[src/design/s20ks_pkg.sv]
// shared types and constants for the salsa20 keystream generator
// used by the front end, queue, round engine and top level, no dependencies

package s20ks_pkg;

	// salsa20 "expand 32-byte k" constants
	localparam logic [31:0] SIG0 = 32'h6170_7865;
	localparam logic [31:0] SIG1 = 32'h3320_646e;
	localparam logic [31:0] SIG2 = 32'h7962_2d32;
	localparam logic [31:0] SIG3 = 32'h6b20_6574;

	localparam int NUM_REGS        = 5;
	localparam int CFG_ADDR_W      = 6;
	localparam int CFG_DATA_W      = 64;
	localparam int QUEUE_DEPTH_DEF = 2;
	localparam int NBYTES_W        = 7;
	localparam logic [NBYTES_W-1:0] BLOCK_BYTES = 7'd64;

	typedef enum logic [2:0] {
		REG_KEY01 = 3'd0,
		REG_KEY23 = 3'd1,
		REG_KEY45 = 3'd2,
		REG_KEY67 = 3'd3,
		REG_NONCE = 3'd4
	} reg_idx_t;

	typedef logic [15:0][31:0] state_t;

	typedef struct packed {
		logic [3:0][63:0] key;
		logic [63:0]      nonce;
	} cfg_t;

	// one block request as it travels through the queue
	typedef struct packed {
		logic [NBYTES_W-1:0] nbytes;
		logic [63:0]         counter;
	} req_t;

endpackage

[src/design/s20ks_queue.sv]
// short request queue between front end and round engine
// uses s20ks_pkg for the entry type

module s20ks_queue #(
	parameter int DEPTH = s20ks_pkg::QUEUE_DEPTH_DEF
) (
	input  logic            clk,
	input  logic            arst_n,
	input  logic            push_valid,
	output logic            push_ready,
	input  s20ks_pkg::req_t push_req,
	output logic            pop_valid,
	input  logic            pop_ready,
	output s20ks_pkg::req_t pop_req
);

	localparam int PTR_W = $clog2(DEPTH);
	localparam int CNT_W = $clog2(DEPTH + 1);

	s20ks_pkg::req_t  mem_q [DEPTH];
	logic [PTR_W-1:0] wr_ptr_q;
	logic [PTR_W-1:0] rd_ptr_q;
	logic [CNT_W-1:0] count_q;
	logic             do_push;
	logic             do_pop;

	assign push_ready = (count_q != CNT_W'(DEPTH));
	assign pop_valid  = (count_q != '0);
	assign pop_req    = mem_q[rd_ptr_q];
	assign do_push    = push_valid && push_ready;
	assign do_pop     = pop_valid && pop_ready;

	always_ff @(posedge clk) begin
		if (do_push) begin
			mem_q[wr_ptr_q] <= push_req;
		end
	end

	always_ff @(posedge clk or negedge arst_n) begin
		if (!arst_n) begin
			wr_ptr_q <= '0;
			rd_ptr_q <= '0;
			count_q  <= '0;
		end else begin
			if (do_push) begin
				wr_ptr_q <= (wr_ptr_q == PTR_W'(DEPTH - 1)) ? '0 : wr_ptr_q + 1'b1;
			end
			if (do_pop) begin
				rd_ptr_q <= (rd_ptr_q == PTR_W'(DEPTH - 1)) ? '0 : rd_ptr_q + 1'b1;
			end
			if (do_push && !do_pop) begin
				count_q <= count_q + 1'b1;
			end else if (do_pop && !do_push) begin
				count_q <= count_q - 1'b1;
			end
		end
	end

endmodule

[config.mk]
export PLATFORM = sky130hd
export DESIGN_NAME = s20ks_queue
export DESIGN_NICKNAME = d
export VERILOG_FILES = /design/src/design/s20ks_pkg.sv /design/src/design/s20ks_queue.sv
export SDC_FILE = /design/constraint.sdc
export NUM_CORES = 1
export LEC_CHECK = 0
export BUFFER_PORTS_ARGS = -buffer_cell sky130_fd_sc_hd__buf_2
export CAP_MARGIN = 10
export CORE_AREA = 3 3 106 108
export DETAILED_ROUTE_END_ITERATION = 8
export DIE_AREA = 0 0 109 111
export PLACE_DENSITY_LB_ADDON = 0.25
export SLEW_MARGIN = 30
export SYNTH_ARGS = -nofsm -noshare
export SYNTH_HDL_FRONTEND = slang
export SYNTH_SLANG_ARGS = --single-unit
[constraint.sdc]
create_clock -name clk -period 11.1 [get_ports clk]
set_input_delay 0.555 -clock clk [delete_from_list [all_inputs] [get_ports clk]]
set_output_delay 0.555 -clock clk [all_outputs]
set_load 0.05 [all_outputs]
### Yosys cells after proc, flatten, opt, wreduce, memory -nomap -nowiden

Memory sizes are Yosys's and may differ from the RTL's.
Index checks and enable logic that the tools add are counted.

| storage, ports and cells | value |
|---|---|
| flip-flop bits (word level) | 4 |
| RAM bits | 142 |
| input port bits | 75 |
| word-level logic and storage cells | 23 |
| memories kept | 1 |

Memories:

| memory | depth | bits a word | rd ports | clocked after memory_dff | wr ports | RTL line | text |
|---|---|---|---|---|---|---|---|
| mem_q | 2 | 71 | 1 | 0 | 1 | s20ks_queue.sv:20 | `s20ks_pkg::req_t mem_q [DEPTH];` |

| operators by class | value |
|---|---|
| $add $sub $neg | 4 |
| equal/unequal tests | 1 |
| mux-type cells | 6 |
| reduce and logical (&&, ||, !) cells | 8 |

Operators with widths:

| kind | count |
|---|---|
| 1-bit logical AND | 4 |
| 1-bit two-way mux | 4 |
| 2-bit two-way mux | 2 |
| 2-bit nonzero test | 2 |
| 1-bit adder (second input constant) | 2 |
| 2-bit by 1-bit adder with 2-bit output (second input constant) | 1 |
| 1-bit logical NOT | 2 |
| 2-bit != test (second input constant) | 1 |
| 2-bit by 1-bit subtractor with 2-bit output (second input constant) | 1 |

### Logic depth before layout (Yosys ltp)

Gate-level depths: netlist (run 1).

| depth | value |
|---|---|
| depth in word-level cells | 6 |
| gate-level depth with buffers | 7 |
| gate-level depth less buffers | 7 |

### Worst setup path before layout (run 1)

OpenSTA, ideal clock, no wires.

| timing path | value |
|---|---|
| path kind | register to register |
| from | register count_q[0] |
| to | memory mem_q[0][0] (netlist bit), enable pin |
| setup time | 0.501 ns |
| data arrival time | 4.035 ns |
| slack | 6.564 ns |
| stages on the path, launching flop included | 4 |
| path buffers | 0 |
| cell sequence | dfrtp_1 > nand2b_1 > nand2_1 > nor2_1 |

| on the way | value |
|---|---|
| cells in the longest elaborated chain, start to end | 4 |

Ends and longest elaborated chain:

| what | RTL line | text |
|---|---|---|
| start: declaration | s20ks_queue.sv:23 | `logic [CNT_W-1:0] count_q;` |
| start signal: assignment | s20ks_queue.sv:52 | `count_q <= count_q + 1'b1;` |
| start signal: assignment | s20ks_queue.sv:54 | `count_q <= count_q - 1'b1;` |
| 2-bit != test | s20ks_queue.sv:27 | `assign push_ready = (count_q != CNT_W'(DEPTH));` |
| net push_ready | s20ks_queue.sv:10 | `output logic push_ready,` |
| 1-bit logical AND | s20ks_queue.sv:30 | `assign do_push = push_valid && push_ready;` |
| 1-bit two-way mux | s20ks_queue.sv:34 | `if (do_push) begin` |
| 1-bit two-way mux (implied by the code) | s20ks_queue.sv:35 | `mem_q[wr_ptr_q] <= push_req;` |
| end: declaration | s20ks_queue.sv:20 |  |

The timed path passes the listed nets, and every way through them passes these cells.

==> results of run 1 <==
==> sequential cells by signal, summed over array words and instances, names as in the netlist <==
name / count
mem_q: 142
count_q: 2
wr_ptr_q: 1
rd_ptr_q: 1
==> report_power, final <==
group          total (uW)  internal [uW]  switching [uW]
Combinational         932            304             628
Sequential            820            757            63.7
Clock                 479            291             188
==> area by class of cell <==
| class | instances | area (um2) |
|---|---|---|
| sequential | 146 | 4370 |
| multi-input combinational | 84 | 1160 |
| clock inverter | 8 | 65.1 |
| fill | 697 | 3340 |
| clock buffer | 22 | 433 |
| timing repair buffer | 151 | 781 |
| inverter | 1 | 3.75 |
| tap | 136 | 170 |
==> logic make-up after synthesis <==
| logic type | Yosys count | share of synthesized area [%] |
|---|---|---|
| buf+inv | 9 | 2.74 |
| mux | 71 | 18.7 |
| fa+ha+maj | 1 | 0.221 |
| flops | 146 | 77.0 |
| xor+xnor | 5 | 0.773 |
| simple gates | 7 | 0.596 |
==> worst reg2reg max path, delay by kind of cell (launching register included) <==
family                 cells  cell delay, ns
flip-flops                 1            0.41
AND/OR/NAND/NOR            3            0.43
buffers and inverters      1            0.69
==> stage by stage <==
stage	hold WS (ns)	area, um2	std cells
after floorplan	0.259	5670	239
after global placement	0.363	6450	516
after detailed placement	0.364	6450	516
after CTS	0.208	6960	547
after global routing	0.206	6980	548
final	0.237	6980	548
==> synthesized netlist by cell type <==
library cell	number	area, um2
and3_1	1	6.26
xnor2_1	3	26.3
dfrtp_1	4	100
buf_6	1	11.3
ha_1	1	12.5
or2_1	1	6.26
nand2b_1	1	6.26
nor2_1	2	7.51
nand2_1	2	7.51
inv_1	1	3.75
xor2_1	2	17.5
mux2_4	69	1040
edfxtp_1	142	4260
mux2_2	2	22.5
buf_12	7	140
==> worst max path at each step <==
| stage | slack (ns) | start | depth (start not counted) | end |
|---|---|---|---|---|
| 2_1_floorplan | 6.56 | count_q[0] | 3 | mem_q[0][0] |
| 3_3_place_gp | 8.37 | rd_ptr_q | 3 | pop_req[51] |
| 3_5_place_dp | 8.37 | rd_ptr_q | 3 | pop_req[51] |
| 4_1_cts | 7.80 | rd_ptr_q | 3 | pop_req[51] |
| 5_1_grt | 7.72 | rd_ptr_q | 3 | pop_req[51] |
| 6_report | 7.86 | rd_ptr_q | 3 | pop_req[51] |
==> per-layer routing <==
metal | up-vias | share of wire, % | GRT usage [%]
li1 | 1265 | - | -
met1 | 1304 | 40 | 19.5
met2 | 102 | 50 | 24.7
met3 | 20 | 7.0 | 4.37
met4 | 0 | 2.7 | 8.67
met5 | - | 0 | 0
==> timing repair <==
| item | CTS | global route |
|---|---|---|
| resized for setup | 0 | 0 |
| hold buffers | 1 | 0 |
| endpoints found under the hold margin | 4 | 0 |
==> impl_metrics.tcl, run 1 <==
set metrics [dict create \
    grt_max_degree 72 \
    ff2ff_path_depth 4 \
    initial_core_util_pct 54.9 \
    gp_congestion 0.704 \
    nNetsFinal 477 \
    total_power_uw 2230 \
    grt_pass1_vias 2822 \
    cp_slowest_cell "dfrtp_4" \
    die_w_um 109 \
    area_delta_synth_final_pct 23.2 \
    grt_first_pass_wirelength_um 14100 \
    end_kind "output pin" \
    fp.dieH_um 111 \
    crit_buf_inv 2 \
    ir_drop_mv 0.241 \
    worstSetupPathType "register to output pin" \
    final_util_pct 67.6 \
    r2r_slack_ns 9.12 \
    hp-class "input port to register" \
    min_to "mem_q[1][63]" \
    core_mm2 0.0103 \
    final_cell_mix "buf_2 (147), edfxtp_1 (142), mux2_4 (69), clkbuf_16 (16), clkinv_2 (7)" \
    antenna_found_initial 0 \
    fmax_mhz 309 \
    drt_drc_violations_left 0 \
    cap_viol_max_count 0 \
    cts_tree "done" \
    power_leakage_uw 0.00284 \
    syn_area_mm2 0.00567 \
    drive_gt1_share_pct 60.4 \
    hold_start "push_req[63]" \
    finClkSkew_ns 0.00756 \
    avgViaCountPerCell 4.91 \
    cp_top_family "buffers and inverters" \
    dpl_worst_slack_ns 8.37 \
    htree_levels 4 \
    portBuffers 147 \
    vias 2691 \
    worstPathMaxFanout 41 \
    grt_overflow_total 0 \
    cts_buffer_depth 2 \
    antenna_left 0 \
    hold_violations 0 \
    top_level_ports 148 \
    postCtsSetupBuffers 0 \
    root_buffer "clkbuf_8" \
    relSlewSlack_pct 36.9 \
    ys_types 15 \
    holdPathStages 1 \
    antenna_cells 0 \
    finalCritPeriodShare_pct 29.2 \
    routedWlPerCell_um 16.8 \
    worstPathRequired_ns 10.55 \
    rsz0062_at_grt "no" \
    finalWorstSetupSlack_ns 7.86 \
    tightest_slew_ns 0.947 \
    drt_iter0_drc 136 \
    setup_viol_count_final 0 \
    cts.sinks 146 \
    cp_cell_sequence "buf_4 > mux2_2 > buf_2" \
    p_per_area_mw_per_mm2 320 \
    die-area_mm2 0.0121 \
    row_count 37 \
    drt_wl_total_um 9190 \
    synth_nets 315 \
    avgSynthCellArea_um2 23.7 \
    cts_buffers 17 \
    fin_crit_ns 3.24 \
    slowest_delay_ns 0.81 \
    dr.pass1.iters 4 \
    clkLatencyLatePin_ns 0.51 \
    ys_warn_count 0 \
    cp.arrival_ns 2.68 \
    syn_inst 239 \
    slew_viol_final 0 \
    setup_tns_ns 0 \
    reg2reg_to "mem_q[0][56]" \
    ys_ff_latch 146 \
    synth_seq_area_share_pct 77.0 \
    path_clk_slew_ns 0.06 \
    start_kind "register" \
    final_common_cell "buf_2" \
    grt_usage_pct 15.7 \
    rr_startpoint "count_q[0]" \
    outcome "completed" \
]
(Power assumes the default switching activity.)
==> inputs of run 2 (changes only) <==
--- a/config.mk
+++ b/config.mk
@@ -7,9 +7,9 @@
 export LEC_CHECK = 0
 export BUFFER_PORTS_ARGS = -buffer_cell sky130_fd_sc_hd__buf_2
 export CAP_MARGIN = 10
-export CORE_AREA = 3 3 106 108
+export CORE_AREA = 3 3 109 111
 export DETAILED_ROUTE_END_ITERATION = 8
-export DIE_AREA = 0 0 109 111
+export DIE_AREA = 0 0 112 114
 export PLACE_DENSITY_LB_ADDON = 0.25
 export SLEW_MARGIN = 30
 export SYNTH_ARGS = -nofsm -noshare
==> constraint.sdc (replaced) <==
create_clock -name clk -period 3 [get_ports clk]
set_input_delay 0.15 -clock clk [delete_from_list [all_inputs] [get_ports clk]]
set_output_delay 0.15 -clock clk [all_outputs]
set_load 0.05 [all_outputs]
==> impl_metrics.tcl, run 2 (same netlist as run 1, synthesis figures left out) <==
set metrics [dict create \
    outcome "completed" \
    crit_path_end "pop_req[54]" \
    antenna_cells 0 \
    dp.cells 522 \
    worstSetupPathType "register to output pin" \
    top_register "mem_q" \
    setup_viol_count_final 0 \
    area_delta_synth_final_pct 36.6 \
    relSlewSlack_pct 64.7 \
    p_seq_share_pct 35.8 \
    grt_first_pass_wirelength_um 16800 \
    instances_no_fill 628 \
    reg_top3 "mem_q (142), count_q (2)" \
    antenna_left 0 \
    cts_buffer_depth 2 \
    slew_viol_final 0 \
    hold_violations 0 \
    crit_path_start "rd_ptr_q" \
    worstPathRequired_ns 2.85 \
    largest_reg_flops 142 \
    top_level_ports 148 \
    ir_drop_mv 0.747 \
    place_hpwl_um 6330 \
    final_cell_mix "buf_2 (147), edfxtp_1 (142), dlygate4sd3_1 (74), mux2_4 (69), clkbuf_16 (16)" \
    r2r_slack_ns 1.06 \
    clockPowerShare_pct 20.9 \
    fin_crit_ns 2.29 \
    drt_wl_total_um 10600 \
    dr.pass1.iters 4 \
    fp.dieH_um 114 \
    portBuffers 147 \
    initial_core_util_pct 52.1 \
    grt_max_degree 57 \
    grt_overflow_total 0 \
    grt_usage_pct 17.4 \
    cp.arrival_ns 2.14 \
    root_buffer "clkbuf_8" \
    power_leakage_uw 0.00315 \
    fmax_mhz 436 \
    nNetsFinal 551 \
    power.internal_uw 5040 \
    combPwrFrac_pct 43.4 \
    hold_buffers 74 \
    final_common_cell "buf_2" \
    power.switching_uw 3350 \
    drt_drc_violations_left 0 \
    cts_tree "done" \
    routedWlPerCell_um 16.9 \
    path_clk_slew_ns 0.06 \
    cts-resized-gates 0 \
    antenna_found_initial 0 \
    clkLatencyLatePin_ns 0.50 \
    finalCritPeriodShare_pct 76.4 \
    die_w_um 112 \
    tightest_slew_ns 0.528 \
    vias 3031 \
    avgViaCountPerCell 4.83 \
    start_kind "register" \
    rr_startpoint "count_q[0]" \
    rsz0062_at_grt "no" \
    hp-class "input port to register" \
    drive_gt1_share_pct 51.2 \
    worstPathMaxFanout 38 \
    reg2reg_to "mem_q[0][6]" \
    cap_viol_max_count 0 \
    p_per_area_mw_per_mm2 1080 \
    grt_pass1_vias 3239 \
    htree_levels 4 \
    cts.sinks 146 \
    finClkSkew_ns 0.00501 \
    ff2ff_path_depth 4 \
    setup_tns_ns 0 \
    row_count 38 \
    gp_congestion 0.720 \
    drt_iter0_drc 114 \
    cts_buffers 17 \
    end_kind "output pin" \
    die-area_mm2 0.0128 \
    postCtsSetupBuffers 0 \
    core_mm2 0.0109 \
    swShare_pct 39.9 \
]
run 2: power groups by stage:
stage               clock network, uW  registers, uW  logic (uW)
global route                     1900           3050        3780
floorplan                           0           2930        3150
global placement                    0           3010        3560
finish                           1750           3000        3640
detailed placement                  0           3050        3580
CTS                              1780           3010        3670
run 2: final cells by class:
type	count	area, um2
clock buffers	25	454
clock inverters	7	37.5
fillers	718	3140
inverters	1	3.75
multi-input cells	84	1160
flip-flops and latches	146	4370
well taps	140	175
repair buffers	225	1540
run 2: layer usage:
| layer | GRT usage [%] | wire, um | part of all wire (%) |
|---|---|---|---|
| met3 | 5.89 | 696 | 6.6 |
| met2 | 30.7 | 5700 | 54 |
| met1 | 20.0 | 4090 | 39 |
| met4 | 5.45 | 114 | 1.1 |
| met5 | 0 | 0 | 0 |
run 2: worst min path at each step:
| stage | from | endpoint | slack (ns) | depth (start not counted) |
|---|---|---|---|---|
| 6_report | push_valid | wr_ptr_q | 0.05 | 3 |
| 5_1_grt | push_valid | wr_ptr_q | 0.05 | 3 |
| 4_1_cts | push_valid | wr_ptr_q | 0.02 | 3 |
| 3_5_place_dp | arst_n | count_q[0] | -0.03 | 1 |
| 3_3_place_gp | arst_n | count_q[1] | -0.04 | 1 |
| 2_1_floorplan | arst_n | count_q[0] | -0.15 | 0 |
run 2: through the flow:
step	instance area [um2]	setup slack [ns]	hold slack (ns)	utilization, %	total power (uW)
2_1_floorplan	5680	0.418	-0.146	-	6090
3_3_place_gp	6510	1.18	-0.0386	59.8	6580
3_5_place_dp	6510	1.08	-0.0325	59.8	6630
4_1_cts	7740	0.656	0.0160	71.1	8460
5_1_grt	7740	0.604	0.0536	71.1	8740
6_report	7740	0.708	0.0534	71.1	8390
run 2: critical path, cell delays in order (launching register included):
cell,delay (ns)
dfrtp_4,0.71
buf_12,0.34
mux2_4,0.33
buf_2,0.21
