## src/design/s20ks_pkg.sv

```systemverilog
// shared types and constants for the salsa20 keystream generator
// used by the front end, queue, round engine and top level, no dependencies

package s20ks_pkg;

	// salsa20 "expand 32-byte k" constants
	localparam logic [31:0] SIG0 = 32'h6170_7865;
	localparam logic [31:0] SIG1 = 32'h3320_646e;
	localparam logic [31:0] SIG2 = 32'h7962_2d32;
	localparam logic [31:0] SIG3 = 32'h6b20_6574;

	localparam int NUM_REGS        = 5;
	localparam int CFG_ADDR_W      = 6;
	localparam int CFG_DATA_W      = 64;
	localparam int QUEUE_DEPTH_DEF = 2;
	localparam int NBYTES_W        = 7;
	localparam logic [NBYTES_W-1:0] BLOCK_BYTES = 7'd64;

	typedef enum logic [2:0] {
		REG_KEY01 = 3'd0,
		REG_KEY23 = 3'd1,
		REG_KEY45 = 3'd2,
		REG_KEY67 = 3'd3,
		REG_NONCE = 3'd4
	} reg_idx_t;

	typedef logic [15:0][31:0] state_t;

	typedef struct packed {
		logic [3:0][63:0] key;
		logic [63:0]      nonce;
	} cfg_t;

	// one block request as it travels through the queue
	typedef struct packed {
		logic [NBYTES_W-1:0] nbytes;
		logic [63:0]         counter;
	} req_t;

endpackage

```

## src/design/s20ks_front.sv

```systemverilog
// request front end: takes byte counts, drops empty ones, saturates,
// and tags each block with the block counter; uses s20ks_pkg

module s20ks_front (
	input  logic                clk,
	input  logic                arst_n,
	input  logic                cfg_clear,
	input  logic                s_tvalid,
	output logic                s_tready,
	input  logic [7:0]          s_tdata,
	output logic                push_valid,
	input  logic                push_ready,
	output s20ks_pkg::req_t     push_req
);

	logic [63:0]                      counter_q;
	logic [s20ks_pkg::NBYTES_W-1:0]   nbytes;
	logic                             nonzero;

	// counts above one block are clipped to one block
	always_comb begin
		nbytes = s_tdata[s20ks_pkg::NBYTES_W-1:0];
		if (nbytes > s20ks_pkg::BLOCK_BYTES) begin
			nbytes = s20ks_pkg::BLOCK_BYTES;
		end
		nonzero = (nbytes != '0);
	end

	assign s_tready        = push_ready;
	assign push_valid      = s_tvalid && nonzero;
	assign push_req.nbytes = nbytes;
	assign push_req.counter = counter_q;

	always_ff @(posedge clk or negedge arst_n) begin
		if (!arst_n) begin
			counter_q <= '0;
		end else if (cfg_clear) begin
			counter_q <= '0;
		end else if (push_valid && push_ready) begin
			counter_q <= counter_q + 64'd1;
		end
	end

endmodule

```

## config.mk

```make
export PLATFORM = sky130hd
export DESIGN_NAME = s20ks_front
export DESIGN_NICKNAME = d
export VERILOG_FILES = /design/src/design/s20ks_pkg.sv /design/src/design/s20ks_front.sv
export SDC_FILE = /design/constraint.sdc
export NUM_CORES = 1
export LEC_CHECK = 0
export BUFFER_PORTS_ARGS = -buffer_cell sky130_fd_sc_hd__buf_2
export CAP_MARGIN = 30
export CORE_ASPECT_RATIO = 0.8
export CORE_MARGIN = 2
export CORE_UTILIZATION = 45
export DETAILED_ROUTE_END_ITERATION = 10
export PLACE_DENSITY = 0.67
export REMOVE_ABC_BUFFERS = 1
export SLEW_MARGIN = 40
export SYNTH_ARGS = -nofsm -noshare
export SYNTH_HDL_FRONTEND = slang
export SYNTH_SLANG_ARGS = --single-unit
```

## constraint.sdc

```tcl
create_clock -name clk -period 5.8 [get_ports clk]
set_input_delay 0 -clock clk [delete_from_list [all_inputs] [get_ports clk]]
set_output_delay 0 -clock clk [all_outputs]
set_load 0.05 [all_outputs]
```

# Yosys cells after proc, flatten, opt, wreduce, memory -nomap -nowiden
# Index checks and enable logic that the tools add are counted.
# op_classes
shifts	0
order_cmp	1
addsub	1
eq_ne	0
muxes	3
div_mod_pow	0
mul	0
bitwise_logic	0
reduce_logical	4
# ops
operator	count
two-way mux 64 bit	2
adder 64 x 1 -> 64 bit (second input constant)	1
> comparator 7 bit (second input constant)	1
two-way mux 7 bit	1
nonzero test 7 bit	1
logical AND 1 bit	2
nonzero test 2 bit	1
# word_totals
romBits	0
latchBits	0
n_memories	0
ramBits	0
wordCells	10
output_inout_bits	73
regBits	64

# Longest topological paths before layout
# Gate-level depths: netlist (run 1).
# depth
word_depth	7
depth_mapped	8

# Worst setup path after synthesis (run 1)
# OpenSTA, ideal clock, no wires.
# synth_path
path_type	register to register
start	register counter_q[13]
end	register counter_q[58]
setup_ns	0.078
t_arrival_ns	2.326
path_buffers	2
stages_incl_launch_ff	8
setup_slack_ns	3.396
path_cell_list	dfrtp_1 buf_2 nand4_1 nor4_4 nand4_1 clkbuf_2 or3_1 a21oi_1
# synth_between
elab_chain_len	3
# synth_rtl
item	line_no	source
start, declared	s20ks_front.sv:16	logic [63:0] counter_q;
start signal, assigned	s20ks_front.sv:40	counter_q <= counter_q + 64'd1;
adder 64 x 1 -> 64 bit	s20ks_front.sv:40	
two-way mux 64 bit	s20ks_front.sv:39	end else if (push_valid && push_ready) begin
two-way mux 64 bit	s20ks_front.sv:37	end else if (cfg_clear) begin
# Every way passes these cells. The select of a mux whose other input is x is not followed.
# A chain may end at the register's enable or synchronous reset.

# Worst setup path after layout (run 1)
# layout_path
start	register counter_q[13]
end	register counter_q[48]
# The elaborated chain is that of the path after synthesis.

==> flow_summary.toml, run 1 <==
[synthesis]
yosysWarningCount = 0
synth_top_cell_by_area = "dfrtp_1"
synth_edf_count = 0
synth_cell_type_count = 41
synthesis.area_mm2 = 0.00359
syn_inst = 398
synth_area_leaders = "dfrtp_1, nand4_1, or3_1, xor2_1, a21oi_1"
synth.most_common_cell = "dfrtp_1"
synth-seq-cells = 64
async_flop_share_pct = 100
synth_seq_area_share_pct = 44.6
syn_area_per_cell_um2 = 9.03
synthDominantCellAreaShare_pct = 44.6
postSynth.topFlopCell = "dfrtp_1"
synth.top_cells.by_count = "dfrtp_1, nor2_1, a21oi_1, nand4_1, nand2_1"

[setup_path]
cp.required_ps = 6070
crit_family = "simple AND/OR/NAND/NOR gates"
cp_max_fo = 17
cp-start-kind = "flop"
crit_path_top_delay_cell = "dfrtp_1"
r2r_start = "counter_q[13]"
crit_type = "reg -> reg"
path_common_cell = "nand4_1"
worst_setup_path_end_kind = "flop"
startpoint = "counter_q[13]"
cp.buffers_inverters = 1
worstPathCellList = "nand4_1 > nor4_4 > nand4_1 > buf_4 > or3_1 > a21oi_1"
cpPeakStageDelay_ps = 530
arrival_ps = 2840

[timing]
finalHoldViolCount = 0
fmax_ghz = 0.389
tns_ps = 0
hold_slack_ps = 274
period_minus_slack_ps = 2570
fin_skew_ps = 10.5
finalCritPeriodShare_pct = 44.4
worstMarginPinSlew_ps = 737
rsz0062_at_grt = "no"
slew_viol_final = 0
max-slew-margin-rel_pct = 50.4
setup_viol = 0

[floorplan]
rows = 29
core_mm2 = 0.00784
ios = 86
die_y_um = 83.9
dieArea_mm2 = 0.00872
fp.dieW_um = 104
start_util_pct = 45.8

[clocking]
cts_made_buffers = 9
cts.htree.levels = 3
cts_resized = 0
clkTransAtPathRegs_ps = 80
holdBufCountCts = 1
cts.path.max_buffers = 2
cts-root-buf = "clkbuf_8"
clk_latency_ps = 340
cts_num_sinks = 64
post_cts_buffers = 0
tritoncts = "built"

[grt]
grt.total_usage_pct = 21.6
grtUsageMet3_pct = 5.54
busiest_layer = "met2"
grt-ovfl-total = 0
grt_antenna_before_repair = 0
gr-usage-met1_pct = 29.7
grt_max_degree = 65
grt_pass1_vias = 3232
use_met2_pct = 34.3
grt_pass1_wl_um = 15300

[pwr]
leakage_nw = 1.91
ir_drop_uv = 141
pwr_density_cell_mw_per_mm2 = 197

[routing]
wl_per_cell_um = 15.1
ant_nets = 0
drc = 0
vias_per_cell = 5.63
first_iter_violations = 182
dr_total_vias = 3342
first_pass_iters = 4
drt-total-wl_um = 8940

[cells_and_area]
final_area_mm2 = 0.00429
regMostFlops = "counter_q"
reg_top3 = "counter_q: 64 flops"
layout-area-overhead-vs-synth_pct = 19.5
antenna_cells = 0
nFillCells = 763
largest_reg_flops = 64
layout-drive-gt1-share_pct = 24.1
final_nets = 496
final_cells = 594

[placed_design]
gp_congestion = 0.767
portBuffers = 84
dpl.hpwl_um = 6120
placed_cell_area_mm2 = 0.00409
dp_cells = 577

[run_status]
status = "completed"

[min_path]
hp-class = "in -> reg"
hold_start = "cfg_clear"

[flow_run]
maxCapViolCount = 0
==> cells in the final DEF (no fill, tap or decap), drive strengths merged, types with 10 or more instances in the layout <==
master	instances
buf	89
dfrtp	64
nor2	38
nand4	36
a21oi	33
nand2	30
nand3	28
or3	28
o21ai	26
xor2	19
clkbuf	12
nor4	12
xnor2	10
==> worst paths after layout <==
| path | to | slack (ps) | cells past startpoint |
|---|---|---|---|
| max in group asynchronous | counter_q[4] | 5100 | 3 |
| worst min register to register | counter_q[63] | 550 | 2 |
| worst max register to register | counter_q[48] | 3230 | 6 |
| min in group asynchronous | counter_q[48] | 280 | 3 |
| worst max-delay path | counter_q[48] | 3230 | 6 |
| worst min-delay path | counter_q[16] | 270 | 3 |
==> report_power, final <==
group	switching, W	internal, W	leakage [nW]
registers	0.00000157	0.000447	0.894
clock network	0.000172	0.000175	0.0882
logic	0.0000395	0.0000107	0.925
==> cells by family (layout without fill, tap and decap cells) <==
kind of cell    after synthesis  after routing  synth area share (%)
simple gates                207            207                  33.0
compound gates               72             72                  11.2
flops                        64             64                  44.6
xor+xnor                     29             29                  7.07
buf+inv                      24            112                  3.52
fa+ha+maj                     1              1                 0.348
mux                           1              1                 0.279
==> layout make-up <==
class	count	area [um2]	area share, %
Timing Repair Buffer	90	472	11.0
Inverter	7	26.3	0.612
Clock buffer	12	155	3.61
Clock inverter	3	17.5	0.408
Tap cell	108	135	3.15
Sequential cell	64	1600	37.3
Multi-Input combinational cell	310	1890	43.9
==> tightest hold or removal path: stages <==
cell and delay, ps:
buf_2 90, buf_4 310, nor2_1 160
==> stage by stage <==
step	utilization, %	total power (W)	setup WS, ps
floorplan	-	0.000477	2520
global placement	52.0	0.000506	3000
detailed placement	52.2	0.000508	2850
CTS	54.5	0.000856	2850
global route	54.8	0.000877	2960
finish	54.8	0.000846	3230
==> layer usage <==
| layer | part of all wire, % | up-vias |
|---|---|---|
| met2 | 45 | 102 |
| met4 | 0.84 | 0 |
| met3 | 5.5 | 8 |
| met1 | 49 | 1614 |
| met5 | 0 | - |
| li1 | - | 1618 |
No activity file was read; power rests on OpenSTA's default activity.
==> inputs of run 2 (changes only) <==
- PLACE_DENSITY: 0.67 -> 0.7
- clock period: 5.8 -> 2.25 ns (I/O delays scaled with it)
==> run 2 against run 1 <==
Fmax increased by 23%. Hold slack got worse by 80 ps. Sequential cell count unchanged. Critical path type unchanged.
==> flow_summary.toml, run 2 (same netlist as run 1, synthesis figures left out) <==
[run_status]
status = "completed"

[routing]
wl_per_cell_um = 15.3
first_iter_violations = 176
dr_total_vias = 3485
first_pass_iters = 4
drt-total-wl_um = 9520
dr.max_layer_used = "met4"
dr_wl_met3_um = 618
met2_length_um = 4170
wl_met1_um = 4640
drc = 0
ant_nets = 0
vias_per_cell = 5.61

[pwr]
pwr-share-clk_pct = 40.5
combPwrFrac_pct = 6.4
pwr-share-seq_pct = 53.1
leakage_nw = 2.05
p_int_w = 0.00164
ir_drop_uv = 266
pwr_density_cell_mw_per_mm2 = 483
power_switching_w = 0.000539
swShare_pct = 24.8

[setup_path]
cp.required_ps = 2510
cpPeakStageDelay_ps = 450
crit_path_top_delay_cell = "or4_1"
cp_max_fo = 14
worst_setup_path_end_kind = "flop"
crit_type = "reg -> reg"
cp-start-kind = "flop"
crit_family = "simple AND/OR/NAND/NOR gates"
arrival_ps = 2350
regToRegSetupSlack_ps = 160
worstPathCellList = "nand4_1 > nor4_4 > buf_4 > nand4_4 > or4_1 > a21oi_1"
cp.buffers_inverters = 1

[cells_and_area]
multi_input_area_mm2 = 0.00189
layout.cells.most_common = "buf_2"
nFillCells = 729
layout-drive-gt1-share_pct = 28.3
largest_reg_flops = 64
layout-area-overhead-vs-synth_pct = 25.4
reg_top3 = "counter_q: 64 flops"
final_nets = 523
regMostFlops = "counter_q"
antenna_cells = 0
final_cell_mix = "buf_2, dfrtp_1, nor2_1"
regArea_mm2 = 0.00160

[placed_design]
portBuffers = 84
gp_congestion = 0.851
dpl.hpwl_um = 6840

[floorplan]
fp.dieW_um = 104
start_util_pct = 45.8
dieArea_mm2 = 0.00872
rows = 29
ios = 86
core_mm2 = 0.00784
die_y_um = 83.9

[clocking]
clk_latency_ps = 340
tritoncts = "built"
cts_num_sinks = 64
cts_made_buffers = 9
cts.path.max_buffers = 2
cts-root-buf = "clkbuf_8"
cts.htree.levels = 3
clkTransAtPathRegs_ps = 70

[timing]
slew_viol_final = 0
hold_slack_ps = 194
rsz0062_at_grt = "no"
fmax_ghz = 0.479
setup_viol = 0
fin_skew_ps = 12.4
period_minus_slack_ps = 2090
worstMarginPinSlew_ps = 715
finalHoldViolCount = 0
max-slew-margin-rel_pct = 52.3
tns_ps = 0
finalCritPeriodShare_pct = 92.9

[grt]
grt-ovfl-total = 0
grt_pass1_wl_um = 15800
grt_max_degree = 36
grt_antenna_before_repair = 0
grt.total_usage_pct = 22.4
grt_pass1_vias = 3192

[min_path]
hp-class = "in -> reg"

[flow_run]
maxCapViolCount = 0
[run 2: cell count changes in the layout (fill, tap and decap cells not counted)]
cell,before,now
nand4_2,2,1
a211oi_2,0,1
a21oi_4,1,0
dfrtp_2,0,1
a21oi_2,0,1
buf_4,4,31
nor4_2,2,1
buf_6,1,0
dfrtp_1,64,63
nor4_1,7,8
nand4_4,2,3
a211oi_1,2,1
buf_12,0,1
[run 2: metal layers]
layer,vias up,track usage [%]
li1,1686,-
met5,-,0
met3,8,6.56
met2,119,33.5
met1,1672,32.4
met4,0,4.79
[run 2: power groups by stage]
stage                     Sequential, W  Clock [W]  Combinational [W]
after global routing            0.00116   0.000956           0.000153
after CTS                       0.00116   0.000900           0.000141
after detailed placement        0.00118          0           0.000139
after floorplan                 0.00119          0          0.0000432
final                           0.00116   0.000881           0.000139
after global placement          0.00118          0           0.000138
[run 2: stage by stage]
stage / utilization [%] / instance area [um2] / cells / power [W] / worst slack (ps)
after floorplan: - / 3490 / 381 / 0.00123 / -1030
after global placement: 54.5 / 4270 / 601 / 0.00132 / 111
after detailed placement: 54.5 / 4270 / 601 / 0.00132 / 81.6
after CTS: 56.8 / 4450 / 617 / 0.00220 / 58.7
after global routing: 57.5 / 4510 / 621 / 0.00226 / 1.70
final: 57.5 / 4510 / 621 / 0.00218 / 160
[run 2: path summary, 6_finish.rpt]
| kind | endpoint | depth (start not counted) | from |
|---|---|---|---|
| max in group asynchronous | counter_q[4] | 3 | arst_n |
| max reg2reg | counter_q[63] | 6 | counter_q[15] |
| min | counter_q[0] | 2 | cfg_clear |
| min in group asynchronous | counter_q[46] | 2 | arst_n |
| min reg2reg | counter_q[63] | 2 | counter_q[63] |
| max | counter_q[63] | 6 | counter_q[15] |
[run 2: repair_timing]
action	CTS	global route
hold buffers	1	0
buffers inserted	0	4
hold endpoints to repair	29	0
endpoints found under the setup margin	0	26
resized for setup	0	4
[run 2: final cells by class]
type                    count  share of cell area (%)
clock inverters             3                   0.389
inverters                   7                   0.583
flip-flops and latches     64                    35.6
clock buffers              12                    3.44
well taps                 108                    3.00
multi-input cells         310                    41.8
repair buffers            117                    15.2
[run 2: worst register-to-register path, cell delays in order, from the launching register on]
cell and delay [ps]:
dfrtp_1 420, nand4_1 280, nor4_4 350, buf_4 190
nand4_4 180, or4_1 460, a21oi_1 140
==> inputs of run 3 (changes only) <==
- CORE_MARGIN: 2 -> 10
- MAX_ROUTING_LAYER: unset -> met4
==> run 3 against run 2 <==
Die area up 37%. Total power up 16%. Global-route usage down 5.1 points. Hold slack worse by 78 ps. Core utilization up 0.51 points. Sequential power about the same. Sequential share of layout area down 0.29 points. Count of clock-buffer cells in the layout down 1. Clock skew down 3.0 ps. Routed wire length up 5.1%. Critical endpoint is now counter_q[60]. Largest cell class unchanged. Largest power group is now clock.
==> flow_summary.toml, run 3 (same netlist as run 1, synthesis figures left out) <==
[run_status]
status = "completed"

[floorplan]
ios = 86
core_mm2 = 0.00784
rows = 29
fp.dieW_um = 120
dieArea_mm2 = 0.0120
die_y_um = 99.9
start_util_pct = 45.8

[routing]
wl_per_cell_um = 16.2
dr_total_vias = 3455
drt-total-wl_um = 10000
first_iter_violations = 272
ant_nets = 0
first_pass_iters = 4
drc = 0
vias_per_cell = 5.60

[timing]
finalHoldViolCount = 0
period_minus_slack_ps = 2080
finalCritPeriodShare_pct = 92.5
fin_ws_ps = 168
fin_skew_ps = 9.46
setup_viol = 0
max-slew-margin-rel_pct = 55.7
fmax_ghz = 0.480
worstMarginPinSlew_ps = 660
slew_viol_final = 0

[cells_and_area]
regMostFlops = "counter_q"
final_cell_mix = "buf_2, dfrtp_1, nor2_1"
largest_reg_flops = 64
layout-area-overhead-vs-synth_pct = 26.5
multi_input_area_mm2 = 0.00189
regArea_mm2 = 0.00160
layout-drive-gt1-share_pct = 27.9
reg_top3 = "counter_q: 64 flops"
final_nets = 518
nFillCells = 724
layout.cells.most_common = "buf_2"
antenna_cells = 0

[placed_design]
post-place-ws_ps = 20.9
gp_congestion = 0.837
dpl.hpwl_um = 7300
portBuffers = 84

[clocking]
cts_made_buffers = 9
clkTransAtPathRegs_ps = 70
clk_latency_ps = 340
cts-root-buf = "clkbuf_8"
cts.htree.levels = 3
cts_num_sinks = 64
tritoncts = "built"
cts.path.max_buffers = 2

[pwr]
leakage_nw = 2.07
ir_drop_uv = 312
pwr_density_cell_mw_per_mm2 = 556
total_power_w = 0.00253

[setup_path]
worst_setup_path_end_kind = "flop"
crit_type = "reg -> reg"
rr_endpoint = "counter_q[60]"
cp-endpoint = "counter_q[60]"
arrival_ps = 2350
regToRegSetupSlack_ps = 170
r2r_start = "counter_q[1]"
r2r_cells = 8
cp-start-kind = "flop"
cp_max_fo = 25
cp.required_ps = 2510
startpoint = "counter_q[1]"

[grt]
grt_pass1_vias = 3391
grt_antenna_before_repair = 0
grt-ovfl-total = 0
grt.total_usage_pct = 17.3
grt_max_degree = 65
grt_pass1_wl_um = 16800

[min_path]
min_delay_path_depth = 2
hp-class = "in -> reg"

[flow_run]
maxCapViolCount = 0
run 3: cell types whose count changed in the layout (fill, tap and decap cells not counted), sizes merged:
| cell | previous run | this run |
|---|---|---|
| buf | 116 | 111 |
| bufinv | 0 | 3 |
| clkbuf | 12 | 11 |
| clkinvlp | 1 | 0 |
run 3: worst max-delay path, cell delays in order (launching register included):
cell and delay (ps):
dfrtp_1 430, ha_1 200, nand2_1 100, a211oi_2 260, buf_4 210, nand4_1 80
buf_4 230, or3_1 350, a21oi_1 150
run 3: how the worst min path moves through the flow:
stage               from             to  slack, ps
3_5_place_dp      arst_n  counter_q[47]        240
4_1_cts        cfg_clear  counter_q[32]        100
6_report       cfg_clear  counter_q[16]        120
5_1_grt        cfg_clear  counter_q[16]        130
2_1_floorplan     arst_n   counter_q[0]       -300
3_3_place_gp      arst_n  counter_q[48]        230
run 3: layout make-up:
| type | instances | area share (%) |
|---|---|---|
| multi-input cells | 310 | 41.7 |
| well taps | 108 | 2.97 |
| flip-flops and latches | 64 | 35.3 |
| inverters | 7 | 0.578 |
| clock inverters | 5 | 2.28 |
| repair buffers | 112 | 14.1 |
| clock buffers | 11 | 3.11 |
run 3: metrics by stage:
step           hold slack, ps  TNS [ps]  instances  utilization (%)  instance area, um2
6_report                  116         0        617             58.0                4550
5_1_grt                   129     -6.68        617             58.0                4550
4_1_cts                   104         0        616             57.6                4510
3_5_place_dp              237         0        599             54.2                4250
3_3_place_gp              231         0        599             54.2                4250
2_1_floorplan            -296    -16760        381                -                3490
run 3: repair_timing:
action                     CTS  global route
pin swaps                    0             3
cloned                       0             0
hold endpoints to repair    64             0
setup endpoints to repair    1            22
hold buffers                 1             0
resized for setup            1             5
buffers inserted             0             1
run 3: layer usage:
| layer | global-route usage (%) | vias to the layer above | share of wire, % |
|---|---|---|---|
| li1 | - | 1672 | - |
| met1 | 23.2 | 1654 | 49 |
| met2 | 24.5 | 117 | 42 |
| met3 | 5.83 | 12 | 7.5 |
| met4 | 4.72 | 0 | 1.3 |
| met5 | - | - | 0 |
run 3: where the power goes:
part           total (W)  switching [W]  internal (W)  leakage, nW
clock network    0.00124       0.000468      0.000767        0.124
logic           0.000134       0.000105     0.0000299         1.06
registers        0.00116     0.00000380       0.00115        0.891
total            0.00253       0.000576       0.00195         2.07
